### config.mk
export PLATFORM = sky130hd
export DESIGN_NAME = cursor_pixel_format_converter
export DESIGN_NICKNAME = d
export VERILOG_FILES = /design/src/rtl/core/cpfc_pkg.sv /design/src/rtl/core/cpfc_pixel_logic.sv /design/src/rtl/core/cursor_pixel_format_converter.sv
export SDC_FILE = /design/constraint.sdc
export NUM_CORES = 1
export LEC_CHECK = 0
export ABC_AREA = 1
export BUFFER_PORTS_ARGS = -buffer_cell sky130_fd_sc_hd__buf_2
export CAP_MARGIN = 0
export CORE_MARGIN = 2
export CORE_UTILIZATION = 39
export DETAILED_ROUTE_END_ITERATION = 10
export PLACE_DENSITY_LB_ADDON = 0.1
export SYNTH_ARGS = -nofsm -noshare
export SYNTH_HDL_FRONTEND = slang
export SYNTH_HIERARCHICAL = 1
export SYNTH_SLANG_ARGS = --single-unit
### constraint.sdc
create_clock -name aclk -period 5.45 [get_ports aclk]
set_input_delay 0.545 -clock aclk [delete_from_list [all_inputs] [get_ports aclk]]
set_output_delay 0.545 -clock aclk [all_outputs]
set_load 0.03 [all_outputs]
### src/rtl/core/cpfc_pkg.sv
// Package for the cursor pixel format converter: codes, pixel and result
// structs, classification flags and the premultiply helper. No dependencies.
`timescale 1ns / 1ps
`default_nettype none

package cpfc_pkg;

    localparam int unsigned ByteW = 8;

    // Item operation codes
    typedef enum logic {
        OP_SCAN    = 1'b0,
        OP_CONVERT = 1'b1
    } op_t;

    // Cursor type codes on the result channel
    typedef enum logic [1:0] {
        CT_COLOUR = 2'd0,
        CT_MASKED = 2'd1,
        CT_MONO   = 2'd2
    } cursor_type_t;

    typedef struct packed {
        logic [ByteW-1:0] blue;
        logic [ByteW-1:0] green;
        logic [ByteW-1:0] red;
        logic [ByteW-1:0] alpha;
        logic [ByteW-1:0] mask_byte;
    } pixel_t;

    typedef struct packed {
        cursor_type_t     cursor_type;
        logic [ByteW-1:0] red;
        logic [ByteW-1:0] green;
        logic [ByteW-1:0] blue;
        logic [ByteW-1:0] alpha;
    } texel_t;

    // Classification flags gathered over the scan pass
    typedef struct packed {
        logic any_alpha;
        logic masked_conflict;
        logic mono_conflict;
    } flags_t;

    // round(c*a/255); exact for 8-bit operands, ties cannot occur
    function automatic logic [ByteW-1:0] premul(input logic [ByteW-1:0] c,
                                                input logic [ByteW-1:0] a);
        logic [2*ByteW-1:0] prod;
        logic [2*ByteW:0]   rnd;
        logic [2*ByteW:0]   sum;
        prod = c * a;
        rnd  = {1'b0, prod} + (2*ByteW+1)'(128);
        sum  = rnd + (rnd >> ByteW);
        return sum[2*ByteW-1:ByteW];
    endfunction

endpackage

`default_nettype wire

### src/rtl/core/cpfc_pixel_logic.sv
// Per-pixel logic: classification flag update for scan beats and texel
// selection for convert beats. Depends on cpfc_pkg.
`timescale 1ns / 1ps
`default_nettype none

module cpfc_pixel_logic (
    input  wire logic            first,
    input  wire cpfc_pkg::pixel_t pix,
    input  wire cpfc_pkg::flags_t flags,
    input  wire logic            colour_present,
    output cpfc_pkg::flags_t     flags_next,
    output cpfc_pkg::texel_t     texel
);
    import cpfc_pkg::*;

    logic rgb_nz;
    logic blue_nz;
    logic mask_nz;
    logic alpha_nz;
    flags_t base;

    assign rgb_nz   = (pix.red != '0) || (pix.green != '0) || (pix.blue != '0);
    assign blue_nz  = (pix.blue != '0);
    assign mask_nz  = (pix.mask_byte != '0);
    assign alpha_nz = (pix.alpha != '0);

    // Clear on the first scan beat, then accumulate
    always_comb begin
        base       = first ? '0 : flags;
        flags_next.any_alpha       = base.any_alpha | alpha_nz;
        flags_next.masked_conflict = base.masked_conflict | (mask_nz & rgb_nz);
        flags_next.mono_conflict   = base.mono_conflict | (blue_nz & mask_nz);
    end

    // Select the texel from the cursor class
    always_comb begin
        texel = '{cursor_type: CT_COLOUR, red: '0, green: '0, blue: '0, alpha: '0};
        if (colour_present) begin
            if (flags.any_alpha) begin
                texel.red   = premul(pix.red, pix.alpha);
                texel.green = premul(pix.green, pix.alpha);
                texel.blue  = premul(pix.blue, pix.alpha);
                texel.alpha = 8'hFF - pix.alpha;
            end else if (!flags.masked_conflict) begin
                if (!mask_nz) begin
                    texel.red   = pix.red;
                    texel.green = pix.green;
                    texel.blue  = pix.blue;
                    texel.alpha = pix.alpha;
                end else begin
                    texel.alpha = 8'hFF;
                end
            end else begin
                texel.cursor_type = CT_MASKED;
                texel.red   = pix.red;
                texel.green = pix.green;
                texel.blue  = pix.blue;
                texel.alpha = pix.mask_byte;
            end
        end else if (!flags.mono_conflict) begin
            if (blue_nz) begin
                texel.alpha = 8'hFF;
            end else if (mask_nz) begin
                texel.red   = 8'hFF;
                texel.green = 8'hFF;
                texel.blue  = 8'hFF;
            end
        end else begin
            texel.cursor_type = CT_MONO;
            texel.red   = pix.blue;
            texel.green = pix.mask_byte;
        end
    end

endmodule

`default_nettype wire

### src/rtl/core/cursor_pixel_format_converter.sv
// Top level of the cursor pixel format converter: input stage, flag
// registers, result register. Depends on cpfc_pkg and cpfc_pixel_logic.
`timescale 1ns / 1ps
`default_nettype none

// Usage:
//   Software streams each cursor twice over the s_ channel. Scan beats
//   (operation 0, first set on the first pixel) build the classification
//   flags and produce no result. Convert beats (operation 1) each return one
//   texel and the cursor type on the m_ channel.
//   The cfg_ channel writes colour_bitmap_present and is always ready; it is
//   to be written while the block is idle, which the block does not enforce.
//   A convert beat passes two register stages: input and result register.
//   Throughput: one beat per cycle unless a convert beat waits on a held
//   result register; the only per-beat work is three 8x8 multiplies with
//   rounding between the two registers.
//   When m_ready is low the result register holds; the input stage keeps
//   taking beats until it is full, and scan beats still drain through it.
//   Reset (aresetn low, synchronous) empties both stages and clears the
//   flags and the configuration register.
module cursor_pixel_format_converter (
    input  wire logic       aclk,
    input  wire logic       aresetn,
    input  wire logic       cfg_valid,
    output logic            cfg_ready,
    input  wire logic       cfg_colour_bitmap_present,
    input  wire logic       s_valid,
    output logic            s_ready,
    input  wire logic       s_operation,
    input  wire logic       s_first,
    input  wire logic [7:0] s_blue,
    input  wire logic [7:0] s_green,
    input  wire logic [7:0] s_red,
    input  wire logic [7:0] s_alpha,
    input  wire logic [7:0] s_mask_byte,
    output logic            m_valid,
    input  wire logic       m_ready,
    output logic [1:0]      m_cursor_type,
    output logic [7:0]      m_out_red,
    output logic [7:0]      m_out_green,
    output logic [7:0]      m_out_blue,
    output logic [7:0]      m_out_alpha
);
    import cpfc_pkg::*;

    logic   colour_reg;
    logic   in_valid_reg;
    op_t    in_op_reg;
    logic   in_first_reg;
    pixel_t in_pix_reg;
    flags_t flags_reg;
    flags_t flags_next;
    logic   out_valid_reg;
    texel_t out_texel_reg;
    texel_t texel;
    logic   out_free;
    logic   out_load;
    logic   stage_adv;
    logic   scan_adv;

    assign cfg_ready = 1'b1;

    // Stage handshake: scan beats leave freely, convert beats need the result slot
    assign out_free  = !out_valid_reg || m_ready;
    assign out_load  = in_valid_reg && (in_op_reg == OP_CONVERT) && out_free;
    assign scan_adv  = in_valid_reg && (in_op_reg == OP_SCAN);
    assign stage_adv = scan_adv || out_load;
    assign s_ready   = !in_valid_reg || stage_adv;

    cpfc_pixel_logic u_pixel_logic (
        .first          (in_first_reg),
        .pix            (in_pix_reg),
        .flags          (flags_reg),
        .colour_present (colour_reg),
        .flags_next     (flags_next),
        .texel          (texel)
    );

    // Configuration register
    always_ff @(posedge aclk) begin
        if (!aresetn) begin
            colour_reg <= 1'b0;
        end else if (cfg_valid && cfg_ready) begin
            colour_reg <= cfg_colour_bitmap_present;
        end
    end

    // Input stage: control
    always_ff @(posedge aclk) begin
        if (!aresetn) begin
            in_valid_reg <= 1'b0;
        end else if (s_ready) begin
            in_valid_reg <= s_valid;
        end
    end

    // Input stage: payload
    always_ff @(posedge aclk) begin
        if (s_valid && s_ready) begin
            in_op_reg    <= op_t'(s_operation);
            in_first_reg <= s_first;
            in_pix_reg   <= '{blue: s_blue, green: s_green, red: s_red,
                              alpha: s_alpha, mask_byte: s_mask_byte};
        end
    end

    // Classification flags: advance on each scan beat
    always_ff @(posedge aclk) begin
        if (!aresetn) begin
            flags_reg <= '0;
        end else if (scan_adv) begin
            flags_reg <= flags_next;
        end
    end

    // Result register: load on convert, drop on take
    always_ff @(posedge aclk) begin
        if (!aresetn) begin
            out_valid_reg <= 1'b0;
        end else if (out_load) begin
            out_valid_reg <= 1'b1;
        end else if (m_ready) begin
            out_valid_reg <= 1'b0;
        end
    end

    always_ff @(posedge aclk) begin
        if (out_load) begin
            out_texel_reg <= texel;
        end
    end

    assign m_valid       = out_valid_reg;
    assign m_cursor_type = out_texel_reg.cursor_type;
    assign m_out_red     = out_texel_reg.red;
    assign m_out_green   = out_texel_reg.green;
    assign m_out_blue    = out_texel_reg.blue;
    assign m_out_alpha   = out_texel_reg.alpha;

    // Checks
    a_full_when_stalled: assert property (@(posedge aclk) disable iff (!aresetn)
        !s_ready |-> in_valid_reg && (in_op_reg == OP_CONVERT) && out_valid_reg)
        else $error("input stage stalled without a blocked convert beat");

    a_convert_shows: assert property (@(posedge aclk) disable iff (!aresetn)
        out_load |=> m_valid)
        else $error("convert beat did not reach the result register");

    a_alpha_flag: assert property (@(posedge aclk) disable iff (!aresetn)
        scan_adv && (in_pix_reg.alpha != '0) |=> flags_reg.any_alpha)
        else $error("nonzero alpha in scan did not set the flag");

    a_mono_zero: assert property (@(posedge aclk) disable iff (!aresetn)
        m_valid && (m_cursor_type == CT_MONO) |-> (m_out_blue == '0) && (m_out_alpha == '0))
        else $error("monochrome texel with nonzero blue or alpha");

    a_masked_colour: assert property (@(posedge aclk) disable iff (!aresetn)
        out_load && (texel.cursor_type == CT_MASKED) |-> colour_reg && !flags_reg.any_alpha)
        else $error("masked type without a colour bitmap");

endmodule

`default_nettype wire

==> results.yml, run 1 <==
outcome:
  status: "finished, violations left"
  violations: "negative setup slack"
global_routing:
  grt_antenna_before_repair: 4
  grt_pass1_vias: 11300
  gr-usage-all-layers_pct: 22.0
  grt_max_degree: 43
  grt_pass1_wl_um: 57300
  grt_overflow: 0
finish:
  utilization_pct: 50.3
  largest_reg_flops: 40
  multi_input_area_um2: 8860
  final_net_count: 2271
  drive_gt1_share_pct: 25.4
  fillers: 3141
  stdcell_count: 2371
  synthToLayoutAreaGrowth_pct: 27.9
  regArea_um2: 2400
logic_synthesis:
  synth_area_per_cell_um2: 7.13
  synthesis.nets: 2039
  seq_area_frac_synth_pct: 19.5
  yosys.area.top_type: "edfxtp_1"
  yosysUniqueCellTypes: 43
  netlist_area_um2: 12300
  synth_top_area_share_pct: 18.5
  synth.area.top_cells: "edfxtp_1, fa_1, nand2_1"
  synth_seq_cells: 82
  syn_inst: 1730
  yosysWarnings: 6
setup_path:
  path_class: "reg2reg"
  timing.rr.end: "m_out_blue[7]"
  crit_cells: 29
  regToRegSetupSlack_ns: -0.06
  start_kind: "flip-flop"
  rr_worst_depth: 29
  cp.arrival_ns: 5.61
  cp_max_fo: 8
  crit_path_end_kind: "flip-flop"
  critPathTopFamily: "adder cells"
  critPathMaxStageDelay_ns: 0.56
  reg2reg_from: "in_pix_reg[13]"
  required_ns: 5.54
  path_buf_inv: 7
  slowest_stage: "fa_1"
cts:
  clockBufferDepth: 2
  cts_tree: "yes"
  cts.htree.levels: 3
  clkTransAtPathRegs_ns: 0.07
  root_buffer: "clkbuf_16"
  clock_latency_ns: 0.35
  clock_sinks: 82
  cts_hold_buffers: 0
  cts_buffers: 9
floorplan:
  die-area_um2: 33100
  fp.dieW_um: 182
  std_cell_rows: 65
  start_util_pct: 39.3
  die_y_um: 182
  io_pins: 85
  coreArea_um2: 31400
sta:
  worst_pin_slew_ns: 1.21
  fin_skew_ns: 0.0106
  whs_ns: 0.364
  fmax_mhz: 181
  finalWorstSetupSlack_ns: -0.0647
  slew_viol_final: 0
  fin_crit_sh_pct: 101
  finalHoldViolations: 0
  rsz0062_at_grt: "yes"
  timing.slew.headroom_pct: 18.9
  setup_viol: 7
  min_period_ns: 5.51
routing:
  routed-via-count: 11300
  drc: 0
  drt_iter0_markers: 545
  postRouteAntennaNets: 0
  wl_per_cell_um: 15.1
  firstDrtPassIters: 6
  viasPerCell: 4.77
  routed_wl_um: 35900
hold_path:
  min_path_type: "in2reg"
  holdPathStages: 1
  min_from: "s_alpha[5]"
  hold_end: "in_pix_reg[13]"
job:
  cap_viol_max_count: 0
pwr:
  p_leak_nw: 9.00
  power.total_mw: 8.32
  power.density_nw_per_um2: 527
  ir_worst_vdd_mv: 0.414
placement:
  globalplace.congestion: 0.894
  dp_cells: 2316
  numPortBuffers: 83
  hpwl_um: 29200
==> layout by cell type, fill, tap and decap left out, types with 3 or more instances in the layout <==
cell type	count
buf_12	5
o31ai_1	6
nand2_2	49
ha_4	19
dfxtp_1	6
a21oi_4	8
inv_2	24
buf_6	17
o21ai_1	7
fa_1	106
nand3_2	20
ha_1	130
a21oi_2	21
edfxtp_1	76
nand2_4	12
o21bai_1	5
nor2_1	52
clkbuf_16	9
a21oi_1	43
nor3_1	5
nor2_4	6
nand3_1	67
xnor2_1	3
nor2_2	13
xor2_1	9
nand2_1	477
nand3b_1	5
buf_2	83
o21ai_0	19
nor4_1	12
buf_4	180
o21ai_2	8
fa_2	5
inv_1	408
xnor2_2	5
nand4_1	18
==> through the flow <==
step / worst slack [ns] / setup TNS [ns] / area [um^2]
2_1_floorplan: 0.000906 / 0 / 12400
3_3_place_gp: -0.219 / -1.49 / 14300
3_5_place_dp: -0.251 / -2.53 / 14300
4_1_cts: -0.00226 / -0.00298 / 15100
5_1_grt: -0.411 / -6.38 / 15800
6_report: -0.0647 / -0.261 / 15800
==> worst reg2reg max path: cells and delay by family (launching register included) <==
family	cells	cell delay [ns]
fa+ha+maj	6	2.66
simple gates	13	1.12
buf+inv	7	0.63
flops	1	0.41
xor+xnor	1	0.23
compound gates	2	0.22
==> cells in the mapped netlist (all sizes together) <==
master / instances
nand2: 538
inv: 433
ha: 150
fa: 111
nand3: 87
edfxtp: 76
a21oi: 72
nor2: 71
clkbuf: 57
o21ai: 35
nand4: 18
nor4: 12
xor2: 11
buf: 9
xnor2: 8
nor3: 7
dfxtp: 6
o31ai: 6
nand3b: 5
o21bai: 5
and2: 2
o21a: 2
or4: 2
a21boi: 1
a21o: 1
clkinv: 1
conb: 1
o211ai: 1
o22ai: 1
or2: 1
==> per-layer routing <==
layer	global-route usage, %	share of wire, %
met5	0	0.097
met4	8.23	4.0
met3	2.77	3.0
met2	38.6	48
met1	27.8	45
==> layout make-up <==
class	instances	area share [%]
Antenna cell	2	0.0317
Clock buffer	12	1.63
Clock inverter	4	0.214
Inverter	434	10.3
Multi-Input combinational cell	1148	56.2
Sequential cell	82	15.2
Tap cell	402	3.19
Timing Repair Buffer	287	13.2
==> cells by family (layout without fill, tap and decap cells) <==
| logic type | count (synthesis) | count (layout) | share of synthesized area [%] |
|---|---|---|---|
| simple gates | 743 | 743 | 25.0 |
| other cells | 1 | 3 | 0.0304 |
| fa+ha+maj | 261 | 261 | 33.2 |
| buf+inv | 500 | 737 | 15.3 |
| compound gates | 124 | 124 | 5.52 |
| xor+xnor | 19 | 19 | 1.53 |
| flops | 82 | 82 | 19.5 |
==> worst max path at each step <==
stage | endpoint | start | slack [ns]
final | m_out_blue[7] | in_pix_reg[13] | -0.06
after detailed placement | m_out_green[3] | in_pix_reg[12] | -0.25
after global placement | m_out_green[3] | in_pix_reg[30] | -0.22
after CTS | m_out_red[2] | in_pix_reg[18] | -0.002
after global routing | m_out_blue[7] | in_pix_reg[13] | -0.41
after floorplan | m_out_blue[7] | in_pix_reg[15] | 0.0009
==> where the power goes <==
group	total (mW)	switching [mW]	internal, mW
clock	0.612	0.274	0.339
combinational	6.96	3.86	3.09
sequential	0.752	0.0290	0.723
total	8.32	4.17	4.15
==> repair_timing <==
| item | in CTS | in global routing |
|---|---|---|
| endpoints found under the setup margin | 24 | 24 |
| setup buffers | 20 | 17 |
| gates resized for setup | 51 | 162 |
| pin swaps | 34 | 75 |
Note: power is estimated with default switching activity, not from simulation.
==> run 2, diff against run 1 <==
--- a/config.mk
+++ b/config.mk
@@ -12,6 +12,7 @@
 export CORE_UTILIZATION = 39
 export DETAILED_ROUTE_END_ITERATION = 10
 export PLACE_DENSITY_LB_ADDON = 0.1
+export RECOVER_POWER = 100
 export SYNTH_ARGS = -nofsm -noshare
 export SYNTH_HDL_FRONTEND = slang
 export SYNTH_HIERARCHICAL = 1
==> run 2 against run 1 <==
The run ends with max-capacitance violations, max-slew violations, negative setup slack left. Hold slack barely moved. Clock power barely moved. Global-route usage did not move. Clock-buffer cell count did not move. Clock skew barely moved.
==> results.yml, run 2 (synthesis gave the netlist of run 1 again) <==
finish:
  stdcell_count: 2371
  fillers: 3169
  synthToLayoutAreaGrowth_pct: 27.1
  largest_reg_flops: 40
  multi_input_area_um2: 8840
  drive_gt1_share_pct: 22.6
  final_net_count: 2271
  final_cell_mix: "nand2_1, inv_1, buf_4"
  regArea_um2: 2400
  stdcell_area_um2: 15700
  utilization_pct: 50.0
  final_common_cell: "nand2_1"
routing:
  viasPerCell: 4.77
  postRouteAntennaNets: 0
  routed_wl_um: 35900
  routed-via-count: 11300
  wl_per_cell_um: 15.1
  firstDrtPassIters: 5
  drc: 0
  drt_iter0_markers: 562
floorplan:
  coreArea_um2: 31400
  io_pins: 85
  fp.dieW_um: 182
  die_y_um: 182
  die-area_um2: 33100
  std_cell_rows: 65
  start_util_pct: 39.3
hold_path:
  min_path_type: "in2reg"
sta:
  fin_skew_ns: 0.0107
  finalHoldViolations: 0
  min_period_ns: 5.51
  timing.slew.headroom_pct: -107
  rsz0062_at_grt: "yes"
  fin_crit_sh_pct: 101
  finalWorstSetupSlack_ns: -0.0603
  slew_viol_final: 68
  worst_pin_slew_ns: 3.10
  setup_viol: 7
  fmax_mhz: 181
setup_path:
  cp_max_fo: 8
  cp.arrival_ns: 5.60
  start_kind: "flip-flop"
  required_ns: 5.54
  slowest_stage: "fa_1"
  path_class: "reg2reg"
  critPathMaxStageDelay_ns: 0.56
  crit_path_end_kind: "flip-flop"
pwr:
  power.total_mw: 8.32
  clock_power_share_pct: 7.4
  ir_worst_vdd_mv: 0.413
  p_sw_mw: 4.17
  p_leak_nw: 8.85
  power_frac_seq_pct: 9.1
  pwr-share-comb_pct: 83.6
  power.density_nw_per_um2: 530
  p_int_mw: 4.15
  switching_share_pct: 50.1
placement:
  dpl_cell_area_um2: 14300
  globalplace.congestion: 0.894
  numPortBuffers: 83
  pre_cts_ws_ns: -0.251
  hpwl_um: 29200
  dp_cells: 2316
cts:
  root_buffer: "clkbuf_16"
  cts_hold_buffers: 0
  clkTransAtPathRegs_ns: 0.07
  clockBufferDepth: 2
  cts_tree: "yes"
  clock_sinks: 82
  clock_latency_ns: 0.35
  cts.htree.levels: 3
  cts_buffers: 9
global_routing:
  grt_max_degree: 43
  grt_overflow: 0
  grt_pass1_vias: 11300
  grt_antenna_before_repair: 4
  gr-usage-all-layers_pct: 22.0
  grt_pass1_wl_um: 57300
outcome:
  status: "finished, violations left"
  violations: "max-capacitance violations, max-slew violations, negative setup slack"
job:
  cap_viol_max_count: 2
[run 2: cell count changes in the layout (fill, tap and decap cells not counted), moves of 2 or more]
cell and delta:
clkbuf_1 +52, nor2_4 -2, buf_4 -4, buf_2 -48, nor2_1 +2
[run 2: worst paths after layout]
kind                  startpoint              to  slack (ns)  depth (start not counted)
setup / recovery  in_pix_reg[13]   m_out_blue[7]       -0.06                         29
hold / removal        s_alpha[5]  in_pix_reg[13]        0.36                          1
setup reg to reg  in_pix_reg[13]   m_out_blue[7]       -0.06                         29
hold reg to reg     flags_reg[0]    flags_reg[0]        0.49                          2
[run 2: power by group through the flow]
| stage | Combinational (mW) | Clock (mW) | Sequential [mW] |
|---|---|---|---|
| after floorplan | 3.46 | 0 | 0.761 |
| after global placement | 5.43 | 0 | 0.769 |
| after detailed placement | 5.47 | 0 | 0.769 |
| after CTS | 5.88 | 0.629 | 0.751 |
| after global routing | 7.72 | 0.651 | 0.756 |
| final | 6.95 | 0.612 | 0.753 |
[run 2: what timing repair did]
item                       in CTS  in global routing
buffers inserted               20                 17
setup endpoints to repair      24                 24
resized for setup              51                162
pin swaps                      34                 75
[run 2: final cells by class]
cell class                 instances  share of cell area, %
multi-input combinational       1148                   56.3
sequential                        82                   15.3
timing repair buffer             287                   12.8
inverter                         434                   10.4
tap                              402                   3.21
clock buffer                      12                   1.64
clock inverter                     4                  0.215
antenna                            2                 0.0319
[run 2: through the flow]
stage | hold slack [ns] | TNS [ns]
floorplan | 0.453 | 0
global placement | 0.469 | -1.49
detailed placement | 0.484 | -2.53
CTS | 0.351 | -0.00298
global route | 0.349 | -6.38
finish | 0.364 | -0.235
[run 2: per-layer routing]
metal / vias to the layer above / routed length (um) / track usage, %
met5: - / 35 / 0
met4: 6 / 1490 / 8.23
met3: 73 / 1110 / 2.77
met2: 218 / 17300 / 38.6
met1: 5322 / 16000 / 27.8
li1: 5699 / - / -
[run 2: critical path, delay by kind of cell (launching register included)]
kind | cells | cell delay [ns]
compound gates | 2 | 0.22
xor+xnor | 1 | 0.23
buf+inv | 7 | 0.62
simple gates | 13 | 1.11
flops | 1 | 0.41
fa+ha+maj | 6 | 2.66
